`src/rtl/core/button_click_counter_defines.svh`:
```
// Assertion helpers for the button click counter RTL.
`ifndef BUTTON_CLICK_COUNTER_DEFINES_SVH
`define BUTTON_CLICK_COUNTER_DEFINES_SVH

// Same-cycle implication, sampled on clk_i, off during reset.
`define BCC_ASSERT_IMP(lbl, ante, cons, msg) \
  lbl: assert property (@(posedge clk_i) disable iff (!rst_ni) (ante) |-> (cons)) \
    else $error(msg);

// Next-cycle implication, sampled on clk_i, off during reset.
`define BCC_ASSERT_NXT(lbl, ante, cons, msg) \
  lbl: assert property (@(posedge clk_i) disable iff (!rst_ni) (ante) |=> (cons)) \
    else $error(msg);

`endif

```
`src/rtl/core/bcc_pkg.sv`:
```
package bcc_pkg;

  localparam int unsigned TICK_BITS_DEF = 32;
  localparam int unsigned TIMEOUT_W     = 32;
  localparam int unsigned CFG_IDX_W     = 1;
  localparam int unsigned CFG_DATA_W    = 32;
  localparam int unsigned RES_W         = 18;
  localparam int unsigned OUT_TDATA_W   = 24;

  localparam logic [7:0]           CLICK_MAX          = 8'hFF;
  localparam logic                 ACTIVE_LEVEL_RESET = 1'b0;
  localparam logic [TIMEOUT_W-1:0] TIMEOUT_RESET      = 32'd300;

  localparam logic [CFG_IDX_W-1:0] CFG_ACTIVE_LEVEL  = 1'd0;
  localparam logic [CFG_IDX_W-1:0] CFG_CLICK_TIMEOUT = 1'd1;

  typedef enum logic [1:0] {
    OP_TICK   = 2'd0,
    OP_LOCK   = 2'd1,
    OP_UNLOCK = 2'd2,
    OP_CLEAR  = 2'd3
  } op_e;

  typedef enum logic [1:0] {
    LCHG_NONE   = 2'd0,
    LCHG_LOCK   = 2'd1,
    LCHG_UNLOCK = 2'd2
  } lchg_e;

  typedef struct packed {
    logic       locked;
    logic       held;
    logic       let_go;
    logic       counting;
    logic       done;
    logic [7:0] clicks;
  } flags_t;

  // Packed so that press_event lands in bit 0.
  typedef struct packed {
    lchg_e      lock_change;
    logic       is_locked;
    logic       is_pressed;
    logic [7:0] click_count;
    logic       click_cleared;
    logic       click_finished;
    logic       click_more;
    logic       click_start;
    logic       release_event;
    logic       press_event;
  } result_t;

  localparam flags_t FLAGS_RESET = '{
    locked: 1'b1, held: 1'b0, let_go: 1'b0, counting: 1'b0, done: 1'b0, clicks: 8'd0
  };

endpackage

```
`src/rtl/core/bcc_step.sv`:
```
module bcc_step #(
  parameter int unsigned TICK_BITS = bcc_pkg::TICK_BITS_DEF
) (
  input  bcc_pkg::op_e                    op_i,
  input  logic                            level_i,
  input  logic                            active_level_i,
  input  logic [bcc_pkg::TIMEOUT_W-1:0]   timeout_i,
  input  bcc_pkg::flags_t                 flags_i,
  input  logic [TICK_BITS-1:0]            edge_time_i,
  input  logic [TICK_BITS-1:0]            tick_now_i,
  output bcc_pkg::flags_t                 flags_o,
  output logic [TICK_BITS-1:0]            edge_time_o,
  output logic [TICK_BITS-1:0]            tick_now_o,
  output bcc_pkg::result_t                result_o
);

  localparam int unsigned CMP_W =
    (TICK_BITS > bcc_pkg::TIMEOUT_W) ? TICK_BITS : bcc_pkg::TIMEOUT_W;

  logic                 act;
  logic                 skip;
  logic [TICK_BITS-1:0] elapsed;

  always_comb begin
    flags_o     = flags_i;
    edge_time_o = edge_time_i;
    tick_now_o  = tick_now_i;
    result_o    = '0;
    act         = (level_i == active_level_i);
    skip        = 1'b0;
    elapsed     = '0;

    unique case (op_i)
      bcc_pkg::OP_LOCK: begin
        flags_o.locked       = 1'b1;
        result_o.lock_change = bcc_pkg::LCHG_LOCK;
      end
      bcc_pkg::OP_UNLOCK: begin
        flags_o.locked       = 1'b0;
        result_o.lock_change = bcc_pkg::LCHG_UNLOCK;
      end
      bcc_pkg::OP_CLEAR: begin
        flags_o.locked = 1'b0;
        flags_o.held   = 1'b0;
        flags_o.let_go = 1'b0;
      end
      bcc_pkg::OP_TICK: begin
        // Locked: ignore a held button, unlock once it reads released.
        skip = flags_i.locked && act;
        if (flags_i.locked && !act) begin
          flags_o.locked = 1'b0;
          flags_o.held   = 1'b0;
          flags_o.let_go = 1'b0;
        end

        if (!skip) begin
          if (act) begin
            if (!flags_o.held) begin
              flags_o.held         = 1'b1;
              edge_time_o          = tick_now_i;
              result_o.press_event = 1'b1;
            end
          end else if (!flags_o.let_go) begin
            if (flags_o.held) begin
              flags_o.held           = 1'b0;
              flags_o.let_go         = 1'b1;
              edge_time_o            = tick_now_i;
              result_o.release_event = 1'b1;
            end
          end else begin
            // Drop the one-tick release pulse.
            flags_o.locked = 1'b0;
            flags_o.held   = 1'b0;
            flags_o.let_go = 1'b0;
          end
        end

        elapsed = tick_now_i - edge_time_o;

        priority if (flags_o.done) begin
          flags_o.done           = 1'b0;
          flags_o.counting       = 1'b0;
          result_o.click_cleared = 1'b1;
        end else if (flags_o.let_go) begin
          if (flags_o.counting) begin
            if (flags_o.clicks != bcc_pkg::CLICK_MAX) begin
              flags_o.clicks = flags_o.clicks + 8'd1;
            end
            result_o.click_more = 1'b1;
          end else begin
            flags_o.counting     = 1'b1;
            flags_o.clicks       = 8'd1;
            result_o.click_start = 1'b1;
          end
        end else begin
          if (!flags_o.held && flags_o.counting &&
              (CMP_W'(elapsed) >= CMP_W'(timeout_i))) begin
            flags_o.done            = 1'b1;
            result_o.click_finished = 1'b1;
          end
        end

        tick_now_o = tick_now_i + TICK_BITS'(1);
      end
    endcase

    result_o.click_count = flags_o.clicks;
    result_o.is_pressed  = flags_o.held;
    result_o.is_locked   = flags_o.locked;
  end

endmodule

```
`src/rtl/core/button_click_counter.sv`:
```
// Two register stages: the input stage holds an accepted item, the result stage its result.
// One item per clock unless results stall; state update and subtract-compare share a stage.
// Backpressure on the result side stalls the input stage in the same cycle.
// Reset (rst_ni low, asynchronous): both stages empty, button locked, flags, counts and
// the tick counter cleared, active_level 0 and click_timeout 300.
`include "button_click_counter_defines.svh"

module button_click_counter #(
  parameter int unsigned TICK_BITS = bcc_pkg::TICK_BITS_DEF
) (
  input  logic                               clk_i,
  input  logic                               rst_ni,

  input  logic                               cfg_valid_i,
  output logic                               cfg_ready_o,
  input  logic [bcc_pkg::CFG_IDX_W-1:0]      cfg_index_i,
  input  logic [bcc_pkg::CFG_DATA_W-1:0]     cfg_data_i,

  input  logic                               s_axis_tvalid,
  output logic                               s_axis_tready,
  // [0] level, [7:1] zero
  input  logic [7:0]                         s_axis_tdata,
  // [1:0] op
  input  logic [1:0]                         s_axis_tuser,

  output logic                               m_axis_tvalid,
  input  logic                               m_axis_tready,
  // [0] press_event, [1] release_event, [2] click_start, [3] click_more,
  // [4] click_finished, [5] click_cleared, [13:6] click_count, [14] is_pressed,
  // [15] is_locked, [17:16] lock_change, [23:18] zero
  output logic [bcc_pkg::OUT_TDATA_W-1:0]    m_axis_tdata
);

  logic                            active_level_q;
  logic [bcc_pkg::TIMEOUT_W-1:0]   timeout_q;

  logic                            in_valid_q;
  bcc_pkg::op_e                    in_op_q;
  logic                            in_level_q;

  logic                            out_valid_q;
  bcc_pkg::result_t                out_q;

  bcc_pkg::flags_t                 flags_q, flags_d;
  logic [TICK_BITS-1:0]            edge_q, edge_d;
  logic [TICK_BITS-1:0]            tick_q, tick_d;
  bcc_pkg::result_t                res_d;

  logic                            advance;
  logic                            fire;

  assign cfg_ready_o   = 1'b1;
  assign advance       = !out_valid_q || m_axis_tready;
  assign fire          = in_valid_q && advance;
  assign s_axis_tready = !in_valid_q || advance;

  always_ff @(posedge clk_i or negedge rst_ni) begin
    if (!rst_ni) begin
      active_level_q <= bcc_pkg::ACTIVE_LEVEL_RESET;
      timeout_q      <= bcc_pkg::TIMEOUT_RESET;
    end else if (cfg_valid_i) begin
      unique case (cfg_index_i)
        bcc_pkg::CFG_ACTIVE_LEVEL:  active_level_q <= cfg_data_i[0];
        bcc_pkg::CFG_CLICK_TIMEOUT: timeout_q      <= cfg_data_i[bcc_pkg::TIMEOUT_W-1:0];
        default: ;
      endcase
    end
  end

  always_ff @(posedge clk_i or negedge rst_ni) begin
    if (!rst_ni) begin
      in_valid_q <= 1'b0;
    end else if (s_axis_tready) begin
      in_valid_q <= s_axis_tvalid;
    end
  end

  always_ff @(posedge clk_i or negedge rst_ni) begin
    if (!rst_ni) begin
      in_op_q    <= bcc_pkg::OP_TICK;
      in_level_q <= 1'b0;
    end else if (s_axis_tvalid && s_axis_tready) begin
      in_op_q    <= bcc_pkg::op_e'(s_axis_tuser);
      in_level_q <= s_axis_tdata[0];
    end
  end

  bcc_step #(
    .TICK_BITS (TICK_BITS)
  ) u_step (
    .op_i           (in_op_q),
    .level_i        (in_level_q),
    .active_level_i (active_level_q),
    .timeout_i      (timeout_q),
    .flags_i        (flags_q),
    .edge_time_i    (edge_q),
    .tick_now_i     (tick_q),
    .flags_o        (flags_d),
    .edge_time_o    (edge_d),
    .tick_now_o     (tick_d),
    .result_o       (res_d)
  );

  always_ff @(posedge clk_i or negedge rst_ni) begin
    if (!rst_ni) begin
      flags_q     <= bcc_pkg::FLAGS_RESET;
      edge_q      <= '0;
      tick_q      <= '0;
      out_valid_q <= 1'b0;
    end else begin
      if (fire) begin
        flags_q <= flags_d;
        edge_q  <= edge_d;
        tick_q  <= tick_d;
      end
      if (advance) begin
        out_valid_q <= in_valid_q;
      end
    end
  end

  always_ff @(posedge clk_i) begin
    if (fire) begin
      out_q <= res_d;
    end
  end

  assign m_axis_tvalid = out_valid_q;
  assign m_axis_tdata  = {(bcc_pkg::OUT_TDATA_W - bcc_pkg::RES_W)'(0), out_q};

  `BCC_ASSERT_IMP(a_done_needs_counting, flags_q.done, flags_q.counting,
                  "done set while not counting")
  `BCC_ASSERT_IMP(a_counting_has_clicks, flags_q.counting, flags_q.clicks != 8'd0,
                  "counting with zero clicks")
  `BCC_ASSERT_IMP(a_click_events_exclusive, m_axis_tvalid,
                  $onehot0({out_q.click_start, out_q.click_more,
                            out_q.click_finished, out_q.click_cleared}),
                  "more than one click event in a result")
  `BCC_ASSERT_NXT(a_fire_fills_output, fire, m_axis_tvalid,
                  "processed item did not reach the result stage")

endmodule

```
`config.mk`:
```
export PLATFORM = sky130hd
export DESIGN_NAME = button_click_counter
export DESIGN_NICKNAME = d
export VERILOG_FILES = /design/src/rtl/core/bcc_pkg.sv /design/src/rtl/core/bcc_step.sv /design/src/rtl/core/button_click_counter.sv
export VERILOG_INCLUDE_DIRS = /design/src /design/src/rtl/core
export SDC_FILE = /design/constraint.sdc
export NUM_CORES = 1
export LEC_CHECK = 0
export ABC_CLOCK_PERIOD_IN_PS = 5100
export BUFFER_PORTS_ARGS = -buffer_cell sky130_fd_sc_hd__buf_2
export CAP_MARGIN = 30
export CORE_MARGIN = 10
export CORE_UTILIZATION = 55
export CTS_CLUSTER_SIZE = 14
export DETAILED_ROUTE_END_ITERATION = 8
export PLACE_DENSITY = 0.78
export REMOVE_ABC_BUFFERS = 1
export SLEW_MARGIN = 15
export SYNTH_ARGS = -nofsm -noshare
export SYNTH_HDL_FRONTEND = slang
export SYNTH_SLANG_ARGS = --single-unit
```
`constraint.sdc`:
```
create_clock -name clk_i -period 5.1 [get_ports clk_i]
set_input_delay 1.02 -clock clk_i [delete_from_list [all_inputs] [get_ports clk_i]]
set_output_delay 1.02 -clock clk_i [all_outputs]
set_load 0.005 [all_outputs]
```
==> flow_summary.toml, run 1 <==
[pwr]
ir_worst_vdd_mv = 0.302
total_leakage_power_nw = 5.08
p_per_area_nw_per_um2 = 589

[global_routing]
grt_pass1_wl_um = 32400
antenna_found_initial = 0
gr-total-overflow = 0
grt_pass1_vias = 6548
grt.total_usage_pct = 19.7
grt_start_max_net_pins = 58

[placement]
placedCellCount = 1113
place_ws_ps = -391
placed_cell_area_um2 = 9250
hpwl_um = 12500
port_buffers = 60
gp_congestion = 0.828

[cts]
cts_tree = "yes"
holdBufCountCts = 0
cts_max_path_buffers = 2
clock_latency_ps = 430
clk_pin_slew_ps = 60
clock-sinks = 133
numCtsBuffers = 17
htreeDepth = 4
cts_root_buffer = "clkbuf_16"

[timing]
finalSetupViolCount = 2
relSlewSlack_pct = 63.0
finalCriticalPeriod_ps = 5480
fin_crit_sh_pct = 107
rsz0062_at_grt = "yes"
drv_slew = 0
finalHoldViolations = 0
skew_ps = 11.3
fmax_mhz = 182
setup_slack_ps = -380
worstMarginPinSlew_ps = 550

[yosys]
synthTopCellsByArea = "dfrtp_1 (34%), ha_1 (11%), edfxtp_1 (6.6%)"
synth_seq_cells = 133
yosysSeqAreaShare_pct = 42.1
synth_top_area_cell = "dfrtp_1"
ys.flop_type = "dfrtp_1"
ys_types = 58
synth-edff-count = 18
syn_avg_cell_area_um2 = 10.1
synth_area_um2 = 8140
syn_inst = 807
synthArstFlopShare_pct = 86.5
yosysTopAreaCellShare_pct = 33.8
yosysWarnings = 0

[setup_path]
cp_max_fo = 6
crit_chain = "xnor2_2 > mux2i_4 > buf_12 > mux2i_4 > ha_4 > and3_4 > a221o_1 > a221oi_4 > o31ai_4 > a21oi_4 > o21ai_2 > nor2_1 > xnor2_1 > ha_1 > a21o_1 > a21o_1 > a21o_1 > a21o_1 > a21o_1 > a221oi_2 > buf_4 > a21oi_2 > and2_1"
worst-path-buf-inv = 2
critPathSlowestCell = "mux2i_4"
cp-end-kind = "flop"
arrival_ps = 5670
cpPeakStageDelay_ps = 460
cp_top_family = "compound AO/OA/AOI/OAI gates"
start_kind = "flop"
path_common_cell = "a21o_1"
crit_type = "flop to flop"
required_ps = 5290

[drt]
wire_per_inst_um = 17.1
drt_iter0_drc = 377
drt-pass1-iter-count = 5
routed_wirelength_um = 19900
m1WireLength_um = 8550
drc = 0
route.met2.wl_um = 10100
met3_length_um = 834
drtAntennaViolNets = 0
top_layer = "met4"
via_per_inst = 5.62
vias = 6542

[status]
failed_checks = "setup timing"
outcome = "finished with violations"

[floorplan]
fp-row-count = 44
start_util_pct = 56.0
die_x_um = 142
io_pins = 75
design.core.area_um2 = 14500
die_h_um = 142
die_area_um2 = 20100

[final_layout]
fin_cells = 1164
nets = 1085
mostFrequentLayoutCell = "dfrtp_1"
area_growth_pct = 27.6
post-route-util_pct = 71.4
drive_above_1_share_pct = 31.0
diodes = 0
fin_area_um2 = 10400
layout_common_cells = "dfrtp_1 (110), buf_4 (99), nand2_1 (78)"

[hold_path]
min_path_type = "flop to flop"

[job]
maxCapViolations = 0
[state kept, by name (all words and copies together) (netlist names)]
name,flops
edge_q,32
m_axis_tvalid,1
in_valid_q,1
active_level_q,1
in_op_q,2
m_axis_tdata,18
timeout_q,32
in_level_q,1
tick_q,32
flags_q,13
[layer usage]
layer,GRT usage [%],vias to the layer above
met5,0,-
li1,-,3181
met2,32.6,161
met3,4.87,36
met4,6.62,0
met1,24.4,3164
[final timing paths]
| kind | from | slack [ps] | endpoint | depth (start not counted) |
|---|---|---|---|---|
| setup reg to reg | active_level_q$_DFFE_PN0P_ | -380 | m_axis_tdata[4]$_SDFFCE_PP0P_ | 23 |
| max in group asynchronous | rst_ni | 3530 | edge_q[27]$_DFFE_PN0P_ | 3 |
| hold / removal | edge_q[26]$_DFFE_PN0P_ | 480 | edge_q[26]$_DFFE_PN0P_ | 2 |
| setup / recovery | active_level_q$_DFFE_PN0P_ | -380 | m_axis_tdata[4]$_SDFFCE_PP0P_ | 23 |
| hold reg to reg | edge_q[26]$_DFFE_PN0P_ | 480 | edge_q[26]$_DFFE_PN0P_ | 2 |
| min in group asynchronous | rst_ni | 490 | timeout_q[13]$_DFFE_PN0P_ | 1 |
[layout make-up]
type                    instances  area [um2]
well taps                     184         230
repair buffers                167        1180
clock buffers                  19         433
inverters                      45         169
clock inverters                13         173
flip-flops and latches        133        3420
fillers                      1011        4150
multi-input cells             603        4770
[worst reg2reg max path: cells and delay by family, from the launching register on]
family          cells  cell delay (ps)
simple gates        3              420
buf+inv             2              370
fa+ha+maj           2              510
compound gates     12             2390
xor+xnor            2              400
mux                 2              740
flops               1              410
[cells in the mapped netlist (5+ instances only)]
cell type	instances
o21bai_1	6
nor2_1	35
edfxtp_1	18
nand2b_1	12
nand3_1	19
dfstp_2	5
xnor2_1	40
nor3_1	6
mux2i_1	30
o21ai_0	59
mux2_2	47
a31oi_1	6
and2_1	6
buf_1	6
a21o_1	25
and3_1	19
nand2_1	78
nand4_1	13
o21ai_1	5
nor2b_1	10
dfrtp_1	110
inv_1	44
xor2_1	20
buf_4	7
a21oi_1	43
clkbuf_1	17
ha_1	70
[per-stage QoR]
stage	TNS [ps]	power (mW)	hold WS, ps
3_5_place_dp	-763	4.22	471
4_1_cts	-332	5.93	483
2_1_floorplan	-4720	3.35	446
3_3_place_gp	-513	4.13	459
6_report	-745	6.12	485
5_1_grt	-1160	6.56	505
[what timing repair did]
item / CTS / global route
gates cloned: 2 / 0
resized for setup: 41 / 35
endpoints found under the setup margin: 2 / 2
pin swaps: 30 / 36
setup buffers: 12 / 7
[logic make-up (layout without fill, tap and decap cells)]
| family | after synthesis | count (layout) | share of synthesized area (%) |
|---|---|---|---|
| and+or+nand+nor | 212 | 212 | 12.6 |
| AOI/OAI and AO/OA | 176 | 176 | 13.7 |
| DFF | 133 | 133 | 42.1 |
| muxes | 77 | 77 | 10.2 |
| buffers and inverters | 76 | 244 | 3.84 |
| adders and majority gates | 70 | 70 | 10.8 |
| xor gates and xnor gates | 61 | 61 | 6.66 |
| other | 2 | 7 | 0.0923 |
[report_power, final]
part	internal, mW	switching (mW)	leakage, nW
Clock	0.777	0.498	0.293
Sequential	1.19	0.0993	1.68
Combinational	1.83	1.72	3.11
No activity file was read; power rests on OpenSTA's default activity.
==> run 2: changes to the inputs <==
--- a/config.mk
+++ b/config.mk
@@ -6,6 +6,7 @@
 export SDC_FILE = /design/constraint.sdc
 export NUM_CORES = 1
 export LEC_CHECK = 0
+export ABC_AREA = 1
 export ABC_CLOCK_PERIOD_IN_PS = 5100
 export BUFFER_PORTS_ARGS = -buffer_cell sky130_fd_sc_hd__buf_2
 export CAP_MARGIN = 30
@@ -13,7 +14,7 @@
 export CORE_UTILIZATION = 55
 export CTS_CLUSTER_SIZE = 14
 export DETAILED_ROUTE_END_ITERATION = 8
-export PLACE_DENSITY = 0.78
+export PLACE_DENSITY = 0.77
 export REMOVE_ABC_BUFFERS = 1
 export SLEW_MARGIN = 15
 export SYNTH_ARGS = -nofsm -noshare
==> flow_summary.toml, run 2 <==
[status]
outcome = "complete, no violations"

[pwr]
p_per_area_nw_per_um2 = 612
p_int_mw = 3.35
p_switching_mw = 2.63
total_leakage_power_nw = 5.06
ir_worst_vdd_mv = 0.329
pwr-share-seq_pct = 23.8
pwr-share-clk_pct = 21.6
switching_share_pct = 44.0
power_frac_comb_pct = 54.6

[setup_path]
cp-end-kind = "flop"
arrival_ps = 4970
path_common_cell = "nand2_1"
r2r_start = "in_level_q$_DFFE_PN0P_"
cp_top_family = "simple AND/OR/NAND/NOR gates"
critPathSlowestCell = "dfrtp_1"
required_ps = 5450
timing.rr.end = "flags_q[8]$_DFFE_PN0P_"
crit_type = "flop to flop"
regToRegSetupSlack_ps = 480
cpPeakStageDelay_ps = 370
worst-path-buf-inv = 2
start_kind = "flop"
cp_max_fo = 52
r2r_cells = 25

[yosys]
syn_avg_cell_area_um2 = 7.88
yosysTopAreaCellShare_pct = 32.0
ys_types = 51
yosysMostFrequentCell = "nand2_1"
synth_top_area_cell = "dfrtp_1"
synthArstFlopShare_pct = 86.5
yosysWarnings = 0
synth-edff-count = 18
syn_inst = 1092
synth_seq_cells = 133
synthTopCellsByArea = "dfrtp_1 (32%), nand2_1 (10%), ha_1 (10%)"
ys.flop_type = "dfrtp_1"
synth_area_um2 = 8610
synth_common_cells = "nand2_1 (239), inv_1 (146), dfrtp_1 (110)"
yosysSeqAreaShare_pct = 39.8

[placement]
hpwl_um = 14900
place_ws_ps = 430
gp_congestion = 0.953
port_buffers = 60

[final_layout]
drive_above_1_share_pct = 11.0
layout_common_cells = "nand2_1 (238), inv_1 (146), dfrtp_1 (110)"
fillerInstances = 1295
area_growth_pct = 13.4
multiInputGateArea_um2 = 4530
mostFrequentLayoutCell = "nand2_1"
reg_top3 = "edge_q: 32 flops, tick_q: 32 flops, timeout_q: 32 flops"
nets = 1273
diodes = 0
post-route-util_pct = 64.0
register_area_um2 = 3420

[cts]
htreeDepth = 4
holdBufCountCts = 0
cts_max_path_buffers = 2
numCtsBuffers = 17
cts_root_buffer = "clkbuf_16"
cts_tree = "yes"
clock_latency_ps = 430
clk_pin_slew_ps = 60
clock-sinks = 133

[global_routing]
antenna_found_initial = 0
gr-total-overflow = 0
grt_start_max_net_pins = 65
grt.total_usage_pct = 19.0
grt_pass1_vias = 7224
grt_pass1_wl_um = 33500

[drt]
drt-pass1-iter-count = 5
drc = 0
routed_wirelength_um = 19600
via_per_inst = 5.24
vias = 7231
drt_iter0_drc = 545
wire_per_inst_um = 14.2
drtAntennaViolNets = 0

[timing]
relSlewSlack_pct = 59.4
drv_slew = 0
setup_slack_ps = 484
fmax_mhz = 217
finalSetupViolCount = 0
finalCriticalPeriod_ps = 4620
rsz0062_at_grt = "no"
finalSetupTns_ps = 0
skew_ps = 9.51
finalHoldViolations = 0
fin_crit_sh_pct = 90.5
worstMarginPinSlew_ps = 609

[hold_path]
worstHoldPathCells = 2
holdCritStartpoint = "edge_q[15]$_DFFE_PN0P_"
whs_endpoint = "edge_q[15]$_DFFE_PN0P_"
min_path_type = "flop to flop"

[floorplan]
die_x_um = 145
die_h_um = 145
io_pins = 75
fp-row-count = 45
design.core.area_um2 = 15300
start_util_pct = 56.4
die_area_um2 = 21100

[job]
maxCapViolations = 0
[run 2: area by class of cell]
| cell class | instances | area share, % |
|---|---|---|
| Multi-Input combinational cell | 789 | 46.3 |
| Sequential cell | 133 | 35.1 |
| Inverter | 148 | 5.69 |
| Clock buffer | 23 | 4.89 |
| Timing Repair Buffer | 66 | 3.77 |
| Tap cell | 211 | 2.70 |
| Clock inverter | 9 | 1.54 |
[run 2: stage by stage]
step / total power [mW] / cells / cell area [um2] / hold WS (ps)
after CTS: 5.98 / 1379 / 9760 / 485
after global placement: 4.55 / 1346 / 9120 / 462
after detailed placement: 4.65 / 1347 / 9130 / 470
after global routing: 6.59 / 1379 / 9770 / 498
after floorplan: 3.85 / 1070 / 8500 / 445
final: 5.98 / 1379 / 9770 / 481
[run 2: power by group through the flow]
stage | Clock [mW] | Sequential (mW) | Combinational [mW]
final | 1.29 | 1.42 | 3.26
after global routing | 1.37 | 1.45 | 3.78
after CTS | 1.32 | 1.42 | 3.24
after detailed placement | 0 | 1.44 | 3.21
after global placement | 0 | 1.43 | 3.12
after floorplan | 0 | 1.42 | 2.44
[run 2: worst max-delay path by stage]
stage                                    start                     end  depth (start not counted)
floorplan              flags_q[12]$_DFFE_PN1P_  flags_q[8]$_DFFE_PN0P_                         24
global placement       flags_q[12]$_DFFE_PN1P_  flags_q[8]$_DFFE_PN0P_                         25
detailed placement  active_level_q$_DFFE_PN0P_  flags_q[8]$_DFFE_PN0P_                         25
CTS                 active_level_q$_DFFE_PN0P_  flags_q[8]$_DFFE_PN0P_                         25
global route        active_level_q$_DFFE_PN0P_  flags_q[8]$_DFFE_PN0P_                         25
finish                  in_level_q$_DFFE_PN0P_  flags_q[8]$_DFFE_PN0P_                         25
[run 2: logic make-up after synthesis]
logic type / synth area share (%)
AOI/OAI and AO/OA: 13.6
adders and majority gates: 10.2
DFF: 39.8
other: 0.0872
xor gates and xnor gates: 5.39
and+or+nand+nor: 21.6
muxes: 1.41
buffers and inverters: 7.97
[run 2: per-layer routing]
metal / track usage [%] / vias to the layer above / wire [um]
li1: - / 3702 / -
met1: 23.6 / 3335 / 9010
met2: 31.3 / 159 / 9290
met3: 4.91 / 35 / 905
met4: 6.47 / 0 / 390
met5: 0 / - / 0
[run 2: worst min-delay path: stages (launching register included)]
cell and delay, ps:
dfrtp_1 330, nand2_1 50, o21ai_0 60
[run 2: timing repair]
action / 4_1_cts / 5_1_grt
endpoints found under the setup margin: 0 / 2
buffers inserted: 0 / 0
resized for setup: 0 / 1
==> run 3: changes to the inputs <==
--- a/config.mk
+++ b/config.mk
@@ -7,14 +7,14 @@
 export NUM_CORES = 1
 export LEC_CHECK = 0
 export ABC_AREA = 1
-export ABC_CLOCK_PERIOD_IN_PS = 5100
+export ABC_CLOCK_PERIOD_IN_PS = 4500
 export BUFFER_PORTS_ARGS = -buffer_cell sky130_fd_sc_hd__buf_2
 export CAP_MARGIN = 30
 export CORE_MARGIN = 10
-export CORE_UTILIZATION = 55
+export CORE_UTILIZATION = 61
 export CTS_CLUSTER_SIZE = 14
 export DETAILED_ROUTE_END_ITERATION = 8
-export PLACE_DENSITY = 0.77
+export PLACE_DENSITY = 0.81
 export REMOVE_ABC_BUFFERS = 1
 export SLEW_MARGIN = 15
 export SYNTH_ARGS = -nofsm -noshare
==> constraint.sdc (replaced) <==
create_clock -name clk_i -period 4.5 [get_ports clk_i]
set_input_delay 0.9 -clock clk_i [delete_from_list [all_inputs] [get_ports clk_i]]
set_output_delay 0.9 -clock clk_i [all_outputs]
set_load 0.005 [all_outputs]
==> flow_summary.toml, run 3 (same netlist as run 2, synthesis figures left out) <==
[global_routing]
grt.total_usage_pct = 21.5
gr-total-overflow = 0
grt_start_max_net_pins = 62
grt_pass1_vias = 7127
grt_pass1_wl_um = 34500
antenna_found_initial = 0

[floorplan]
die_x_um = 139
start_util_pct = 62.3
fp-row-count = 43
design.core.area_um2 = 13800
die_h_um = 139
die_area_um2 = 19300
io_pins = 75

[timing]
finalHoldViolations = 0
worstMarginPinSlew_ps = 781
fmax_mhz = 231
relSlewSlack_pct = 48.0
skew_ps = 6.74
fin_crit_sh_pct = 96.3
finalSetupViolCount = 0
drv_slew = 0
finalCriticalPeriod_ps = 4330

[cts]
holdBufCountCts = 0
htreeDepth = 4
clock_latency_ps = 430
cts_tree = "yes"
numCtsBuffers = 17
cts_root_buffer = "clkbuf_16"
clk_pin_slew_ps = 60
clock-sinks = 133
cts_max_path_buffers = 2

[final_layout]
mostFrequentLayoutCell = "nand2_1"
diodes = 0
register_area_um2 = 3420
area_growth_pct = 20.1
fillerInstances = 954
drive_above_1_share_pct = 19.3
multiInputGateArea_um2 = 4920
nets = 1291
reg_top3 = "edge_q: 32 flops, tick_q: 32 flops, timeout_q: 32 flops"
layout_common_cells = "nand2_1 (222), inv_1 (145), dfrtp_1 (110)"
fin_area_um2 = 10300
fin_cells = 1366

[pwr]
total_leakage_power_nw = 5.21
ir_worst_vdd_mv = 0.372
power_mw = 7.47
p_per_area_nw_per_um2 = 723

[drt]
drt_iter0_drc = 682
m1WireLength_um = 9520
drc = 0
drtAntennaViolNets = 0
via_per_inst = 5.62
met3_length_um = 1430
wire_per_inst_um = 16.3
vias = 7680
routed_wirelength_um = 22200
top_layer = "met4"
drt-pass1-iter-count = 5
route.met2.wl_um = 10800

[setup_path]
cp_max_fo = 10
crit_type = "flop to flop"
arrival_ps = 4690
cp-end-kind = "flop"
start_kind = "flop"
required_ps = 4850

[hold_path]
min_path_type = "flop to flop"

[job]
maxCapViolations = 0

[status]
outcome = "complete, no violations"

[placement]
placed_cell_area_um2 = 9150
gp_congestion = 0.858
hpwl_um = 15000
placedCellCount = 1320
port_buffers = 60
run 3: cell types whose count changed in the layout (fill, tap and decap cells not counted), sizes merged:
cell      change
buf          +15
bufinv        -1
clkbuf        -2
clkinv        +3
clkinvlp      +1
inv           +2
run 3: critical path: stages (launching register included):
cell and delay (ps):
dfstp_2 560, inv_1 90, nand2_1 70, nor2_1 50, nand2_2 130, nand2_8 110
clkbuf_16 200, nand2_1 80, o21ai_2 80, ha_2 410, nand2_1 90, inv_1 120
nand2_1 140, nor2_1 190, nand3_1 160, o2111ai_4 120, a21oi_2 100, xor2_1 160
ha_1 280, nand2_1 80, nor2_2 130, nand2_1 90, nor4_1 270, buf_4 160
nand4_1 90, nand4_1 120, nand2_2 80, o21ai_2 120
run 3: cell type report:
class,count,area share [%]
multi-input combinational,789,47.5
clock inverter,14,1.68
timing repair buffer,84,5.77
sequential,133,33.1
inverter,148,5.37
tap,180,2.18
clock buffer,18,4.36
run 3: timing repair:
item	in CTS	in global routing
setup endpoints to repair	0	2
setup buffers	0	10
gates resized for setup	0	118
run 3: where the power goes:
group          leakage [nW]  switching [mW]  internal [mW]
registers              1.56           0.158           1.47
logic                  3.35            2.69           1.70
clock network         0.296           0.539          0.906
total                  5.21            3.39           4.09
run 3: worst paths after layout:
kind                                               start                  endpoint  slack, ps  cells past startpoint
worst max-delay path             flags_q[12]$_DFFE_PN1P_    flags_q[8]$_DFFE_PN0P_        170                     27
worst min-delay path            timeout_q[3]$_DFFE_PN1P_  timeout_q[3]$_DFFE_PN1P_        490                      2
worst max register to register   flags_q[12]$_DFFE_PN1P_    flags_q[8]$_DFFE_PN0P_        170                     27
worst min register to register  timeout_q[3]$_DFFE_PN1P_  timeout_q[3]$_DFFE_PN1P_        490                      2
max in group asynchronous                         rst_ni   flags_q[12]$_DFFE_PN1P_       3040                      2
min in group asynchronous                         rst_ni  timeout_q[0]$_DFFE_PN0P_        560                      1
run 3: metal layers:
| layer | global-route usage [%] | vias up |
|---|---|---|
| met5 | 0 | - |
| met4 | 6.32 | 0 |
| met3 | 4.86 | 51 |
| met2 | 35.3 | 294 |
| met1 | 27.6 | 3598 |
| li1 | - | 3737 |
run 3: metrics by stage:
step	utilization (%)	setup TNS, ps	setup WS [ps]	hold slack [ps]
after floorplan	-	0	486	445
after global placement	65.8	0	259	462
after detailed placement	66.2	0	65.8	471
after CTS	70.7	0	18.2	484
after global routing	74.8	-232	-130	508
final	74.8	0	167	485
